[src/design/wavhc_pkg.sv]
// Shared types, constants and a helper function for the WAV header checker.
`default_nettype none
package wavhc_pkg;

	localparam int CNT_W = 33;
	localparam logic [CNT_W-1:0] HDR_BYTES = 33'd44;
	localparam logic [CNT_W-1:0] RIFF_HDR = 33'd8;

	localparam logic [31:0] TAG_RIFF = "RIFF";
	localparam logic [31:0] TAG_WAVE = "WAVE";
	localparam logic [31:0] TAG_FMT = "fmt ";
	localparam logic [31:0] TAG_DATA = "data";

	localparam logic [31:0] FMT_SIZE_PCM = 32'd16;
	localparam logic [15:0] FORMAT_PCM = 16'd1;
	localparam logic signed [15:0] MAX_CHANNELS = 16'sd2;
	localparam logic [31:0] SIZE_GAP = 32'd20;

	typedef enum logic [3:0] {
		ERR_NONE      = 4'd0,
		ERR_RIFF      = 4'd1,
		ERR_WAVE      = 4'd2,
		ERR_FMT       = 4'd3,
		ERR_DATA      = 4'd4,
		ERR_FMT_SIZE  = 4'd5,
		ERR_FORMAT    = 4'd6,
		ERR_CHANNELS  = 4'd7,
		ERR_SIZES     = 4'd8,
		ERR_LENGTH    = 4'd9,
		ERR_TRUNCATED = 4'd10
	} err_code_t;

	typedef struct packed {
		logic [31:0] riff_size;
		logic [31:0] fmt_size;
		logic [15:0] format_code;
		logic [15:0] channels;
		logic [31:0] rate;
		logic [31:0] byte_rate;
		logic [15:0] block_align;
		logic [15:0] sample_bits;
		logic [31:0] data_size;
		logic [3:0]  tag_err;
	} hdr_fields_t;

	// Expected character of a four-character tag; lane 0 is the first byte in the file.
	function automatic logic [7:0] tag_byte(input logic [31:0] tag, input logic [1:0] lane);
		tag_byte = tag[{~lane, 3'b000} +: 8];
	endfunction

endpackage
`default_nettype wire

[src/design/wavhc_verdict.sv]
// Verdict logic: turns a captured header and byte count into an error code.
`default_nettype none
module wavhc_verdict (
	input  wire wavhc_pkg::hdr_fields_t       hdr,
	input  wire logic [wavhc_pkg::CNT_W-1:0] byte_count,
	output wavhc_pkg::err_code_t              code
);

	logic [31:0] size_gap;
	logic [wavhc_pkg::CNT_W-1:0] expected_len;

	assign size_gap = hdr.riff_size - hdr.fmt_size - hdr.data_size;
	assign expected_len = {1'b0, hdr.riff_size} + wavhc_pkg::RIFF_HDR;

	// Later checks override earlier ones; length is checked only if all pass.
	always_comb begin
		code = wavhc_pkg::ERR_NONE;
		if (byte_count < wavhc_pkg::HDR_BYTES) begin
			code = wavhc_pkg::ERR_TRUNCATED;
		end else begin
			if (hdr.tag_err[0]) code = wavhc_pkg::ERR_RIFF;
			if (hdr.tag_err[1]) code = wavhc_pkg::ERR_WAVE;
			if (hdr.tag_err[2]) code = wavhc_pkg::ERR_FMT;
			if (hdr.tag_err[3]) code = wavhc_pkg::ERR_DATA;
			if (hdr.fmt_size != wavhc_pkg::FMT_SIZE_PCM) code = wavhc_pkg::ERR_FMT_SIZE;
			if (hdr.format_code != wavhc_pkg::FORMAT_PCM) code = wavhc_pkg::ERR_FORMAT;
			if ($signed(hdr.channels) > wavhc_pkg::MAX_CHANNELS) code = wavhc_pkg::ERR_CHANNELS;
			if (size_gap != wavhc_pkg::SIZE_GAP) code = wavhc_pkg::ERR_SIZES;
			if (code == wavhc_pkg::ERR_NONE && byte_count != expected_len) begin
				code = wavhc_pkg::ERR_LENGTH;
			end
		end
	end

endmodule
`default_nettype wire

[config.mk]
export PLATFORM = sky130hd
export DESIGN_NAME = wavhc_verdict
export DESIGN_NICKNAME = d
export VERILOG_FILES = /design/src/design/wavhc_pkg.sv /design/src/design/wavhc_verdict.sv
export SDC_FILE = /design/constraint.sdc
export NUM_CORES = 1
export LEC_CHECK = 0
export ABC_AREA = 1
export BUFFER_PORTS_ARGS = -buffer_cell sky130_fd_sc_hd__clkbuf_2
export CAP_MARGIN = 20
export CELL_PAD_IN_SITES_DETAIL_PLACEMENT = 1
export CELL_PAD_IN_SITES_GLOBAL_PLACEMENT = 1
export CORE_ASPECT_RATIO = 1.75
export CORE_UTILIZATION = 34
export DETAILED_ROUTE_END_ITERATION = 12
export PLACE_DENSITY = 0.94
export SLEW_MARGIN = 5
export SYNTH_ARGS = -nofsm -noshare
export SYNTH_HDL_FRONTEND = slang
export SYNTH_SLANG_ARGS = --single-unit
[constraint.sdc]
create_clock -name vclk -period 5.05
set_input_delay 0.2525 -clock vclk [all_inputs]
set_output_delay 0.2525 -clock vclk [all_outputs]
set_load 0.02 [all_outputs]
# == After elaboration in Yosys (flattened, before gate mapping) ==
# Index checks and enable logic that the tools add are counted.
# word_totals
register_bits,0
in_bits,261
out_inout_bits,4
word_cells,22
# classes
n_addsub,3
order_cmp,2
eq_ne,4
n_mux,11
reduce_logical,2
# op_table
operator,count
$ne 32x5->1 const B,2
$sub 32x32->32,2
$mux 4,10
$add 32x4->33 const B,1
$lt 33x6->1 const B,1
$ne 33x33->1,1
$gt 16x3->1 const B,1
$ne 16x1->1 const B,1
$logic_not 4->1,1
$logic_and 1x1->1,1
$mux 1,1

# == Depth between registers and ports, before layout ==
# depth
depth_word,13
depth_mapped,22
mapped_depth_nobuf,22

# == Worst setup path after synthesis ==
# Ideal clock, no wire load.
# synth_path
path_type,input to output
start,input hdr[4] (netlist bit)
end,output code[0]
arrival_ns,2.992
t_required_ns,4.798
setup_slack_ns,1.806
cell_stages,22
path_buffers,0
cell_sequence,inv_1 fa_1 inv_1 ha_1 inv_1 nand2_1 fa_1 nand2_1 nand2_1 nand3_1 nand2_1 nand2_1 nand2_1 nand2_1 nand2_1 nor2_1 nand2_1 nor2_1 nand3_1 nor2_1 nand3_1 nor2_1
# synth_between
elab_chain_len,8
# synth_lines
element,line_no,text
"start, declared",wavhc_verdict.sv:4,"input wire wavhc_pkg::hdr_fields_t hdr,"
$sub 32x32->32 (*),wavhc_verdict.sv:12,assign size_gap = hdr.riff_size - hdr.fmt_size - hdr.data_size;
$ne 32x5->1 (*),wavhc_verdict.sv:28,if (size_gap != wavhc_pkg::SIZE_GAP) code = wavhc_pkg::ERR_SIZES;
$mux 4 (*),wavhc_verdict.sv:28,
$mux 4 (*),wavhc_verdict.sv:18,if (byte_count < wavhc_pkg::HDR_BYTES) begin
$logic_not 4->1,wavhc_verdict.sv:29,if (code == wavhc_pkg::ERR_NONE && byte_count != expected_len) begin
$logic_and 1x1->1,wavhc_verdict.sv:29,
$mux 4 (*),wavhc_verdict.sv:29,
$mux 4 (*),wavhc_verdict.sv:18,
"end, declared",wavhc_verdict.sv:6,output wavhc_pkg::err_code_t code
# Mark *: on every way between the ends. The rest lies on a longest branch, timed or not. The select of a mux whose other input is x is not followed.

# == Worst setup path in the final report ==
# Same ends and word-level chain as after synthesis.

==> results.md <==
* Run status: finished, final reports clean
* Via count of the routed design at 8288
* Antenna violations before repair at 0
* Nets at 1691
* Count of pins on the block boundary at 265
* Total of fill cells in the finished design at 2593
* Die Y at 178 um
* Max Cap Violations at 0
* Initial standard-cell utilization of the core at 35.0%
* Total of buffers placed on input and output ports at 169
* Area of the core at 17100 um2
* Synth Warn # at 0
* Leading cell types in the layout, fill and taps excluded: sky130_fd_sc_hd__nand2_1 (440), sky130_fd_sc_hd__inv_1 (258), sky130_fd_sc_hd__clkbuf_2 (169), sky130_fd_sc_hd__nor2_1 (131), sky130_fd_sc_hd__nand3_1 (92)
* Placed Cells at 1590
* Final routed wirelength across all metal layers at 26200 um
* Initial DRT Pass Iterations at 5
* Global router's overall resource usage at 29.0%
* Gp weighted congestion at 0.958
* Final antenna-violating net count at 0
* Syn_area_per_cell at 5.01 um2
* Count of different cell masters after synthesis at 33
* Final worst path period share at 78.6%
* VDD IR-drop max at 48.6 uV
* Setup repair after global routing missed its margin: no
* Hold buffer count at cts at 0
* Wire length of the first global-routing pass at 41000 um
* Peak clock frequency supported by timing at 0.252 GHz
* Fraction of final layout cells with drive strength greater than 1 at 14.8%
* Final core utilization at 41.6%
* Post-layout instance count excluding filler cells at 1590
* Final Instance Area at 7110 um2
* Finish-stage setup viols at 0
* DIE AREA at 18200 um2
* DRC viols at 0
* Class of the most critical hold timing path: in2out
* Post-Syn Instances at 1195
* Vias per std cell at 5.21
* Largest net degree at the start of global routing at 9
* Number of buffers added for setup after CTS at 0
* Number of global-route vias before repair at 8895
* Lkg Pwr at 4.28 nW
* Total overflow reported by the global router at 0
* Slew Viols, Final at 0
* Endpoint type of the worst setup path: output pin
* Critical path data required time at 4.80 ns
* Power per cell area at 157 nW/um2
* Number of nets produced by synthesis at 1521
* Largest cells by area after synthesis: sky130_fd_sc_hd__nand2_1 (28%), sky130_fd_sc_hd__inv_1 (16%), sky130_fd_sc_hd__fa_1 (10%)
* Yosys top cell by area: sky130_fd_sc_hd__nand2_1
* Maximum fanout along the worst path at 4
* Combined area of the multi-input logic cells at 5000 um2
* Placed Area at 7110 um2
* FFs & Latches at 0
* Transition time of the tightest slew-check pin at 0.553 ns
* Share of the synthesized area in the top cell type at 27.6%
* Clock buffer count in the final layout at 0
* Critical path startpoint category: input pin
* Floorplan row count at 63
* Die X at 102 um
* Area growth from synthesis to final layout at 18.8%
* Sequential share of the synthesized area at 0%
* Clock period minus worst slack at 3.97 ns
* CP Class: in2out
* Leading cell type in the layout, fill and taps excluded: sky130_fd_sc_hd__nand2_1
* Area used by sequential logic in the layout at 0 um2
* Detail-routed net length per standard cell at 16.5 um
* Number of instances resized during post-cts repair at 0
* First-iteration detailed-routing DRC count at 214
* Critical path data arrival time at 3.72 ns
* Max-Slew Margin vs Limit at 63.1%
* Antenna Diode Count at 0
* Setup TNS at 0 ns
* Mapped Area at 5990 um2
* Total count of hold-check failures in the final report at 0
* HPWL after detailed placement at 24200 um
==> worst max-delay path: stages <==
cell,delay (ns)
sky130_fd_sc_hd__clkbuf_2,0.08
sky130_fd_sc_hd__inv_1,0.04
sky130_fd_sc_hd__fa_1,0.57
sky130_fd_sc_hd__inv_1,0.05
sky130_fd_sc_hd__ha_1,0.16
sky130_fd_sc_hd__inv_1,0.05
sky130_fd_sc_hd__nand2_1,0.12
sky130_fd_sc_hd__fa_1,0.47
sky130_fd_sc_hd__nand2_1,0.14
sky130_fd_sc_hd__nand2_1,0.13
sky130_fd_sc_hd__nand3_1,0.12
sky130_fd_sc_hd__nand2_1,0.10
sky130_fd_sc_hd__nand2_1,0.10
sky130_fd_sc_hd__nand2_1,0.08
sky130_fd_sc_hd__nand2_1,0.08
sky130_fd_sc_hd__nand2_1,0.05
sky130_fd_sc_hd__nor2_1,0.08
sky130_fd_sc_hd__nand2_1,0.07
sky130_fd_sc_hd__nor2_1,0.21
sky130_fd_sc_hd__nand3_1,0.10
sky130_fd_sc_hd__nor2_1,0.10
sky130_fd_sc_hd__nand3_1,0.16
sky130_fd_sc_hd__nor2_1,0.18
sky130_fd_sc_hd__clkbuf_2,0.19
==> through the flow <==
| stage | hold WS, ns | total power [mW] | setup slack [ns] |
|---|---|---|---|
| finish | 1.13 | 1.12 | 1.08 |
| CTS | 1.13 | 1.11 | 1.02 |
| detailed placement | 1.12 | 1.10 | 1.02 |
| floorplan | 0.779 | 0.741 | 1.81 |
| global route | 1.15 | 1.25 | 0.722 |
| global placement | 1.08 | 1.05 | 1.16 |
==> routing by layer <==
layer  global-route usage, %  routed length (um)  vias to the layer above
li1                        -                   -                     4024
met1                    26.9                9150                     3902
met2                    55.8               13900                      238
met3                    3.51                 925                      124
met4                    21.2                2220                        0
met5                       0                   0                        -
==> area by class of cell <==
cell class,instances,area share [%]
inverters,262,13.8
multi-input cells,932,70.3
well taps,227,3.99
repair buffers,169,11.9
==> kinds of logic (layout without fill, tap and decap cells) <==
family | after synthesis | count (layout) | synth area share, %
buf+inv | 263 | 431 | 16.5
compound gates | 43 | 43 | 3.99
simple gates | 795 | 795 | 57.8
xor+xnor | 29 | 29 | 4.24
fa+ha+maj | 65 | 65 | 17.5
==> where the power goes <==
| group | leakage [nW] | switching [mW] | internal (mW) | total (mW) |
|---|---|---|---|---|
| sequential | 0 | 0 | 0 | 0 |
| combinational | 4.28 | 0.740 | 0.376 | 1.12 |
| clock | 0 | 0 | 0 | 0 |
| total | 4.28 | 0.740 | 0.376 | 1.12 |
==> synthesized netlist by cell type <==
cell type / number
sky130_fd_sc_hd__and2_1: 4
sky130_fd_sc_hd__xor2_1: 16
sky130_fd_sc_hd__o21ai_0: 6
sky130_fd_sc_hd__fa_1: 31
sky130_fd_sc_hd__nand2_2: 9
sky130_fd_sc_hd__and2_0: 1
sky130_fd_sc_hd__nor2_2: 13
sky130_fd_sc_hd__a21o_1: 1
sky130_fd_sc_hd__o21ai_2: 1
sky130_fd_sc_hd__nand3b_1: 16
sky130_fd_sc_hd__ha_1: 34
sky130_fd_sc_hd__nand2_1: 440
sky130_fd_sc_hd__nand3_2: 1
sky130_fd_sc_hd__clkinv_1: 1
sky130_fd_sc_hd__and3b_1: 1
sky130_fd_sc_hd__or2_1: 1
sky130_fd_sc_hd__nor3_2: 1
sky130_fd_sc_hd__nor3b_1: 2
sky130_fd_sc_hd__a21oi_1: 27
sky130_fd_sc_hd__o21bai_1: 7
sky130_fd_sc_hd__o21ai_1: 1
sky130_fd_sc_hd__or2_2: 1
sky130_fd_sc_hd__nand4_1: 32
sky130_fd_sc_hd__buf_2: 1
sky130_fd_sc_hd__nand3_1: 92
sky130_fd_sc_hd__nor4_1: 25
sky130_fd_sc_hd__and3_1: 2
sky130_fd_sc_hd__inv_1: 258
sky130_fd_sc_hd__inv_2: 3
sky130_fd_sc_hd__nor2_1: 131
sky130_fd_sc_hd__xnor2_1: 13
sky130_fd_sc_hd__nor2_4: 4
sky130_fd_sc_hd__nor3_1: 19
==> path summary, 6_finish.rpt <==
kind              cells past startpoint       to  slack [ns]   start
setup / recovery                     24  code[0]        1.08  hdr[4]
hold / removal                        5  code[2]        1.13  hdr[3]
Power figures use the tool's default switching activity.
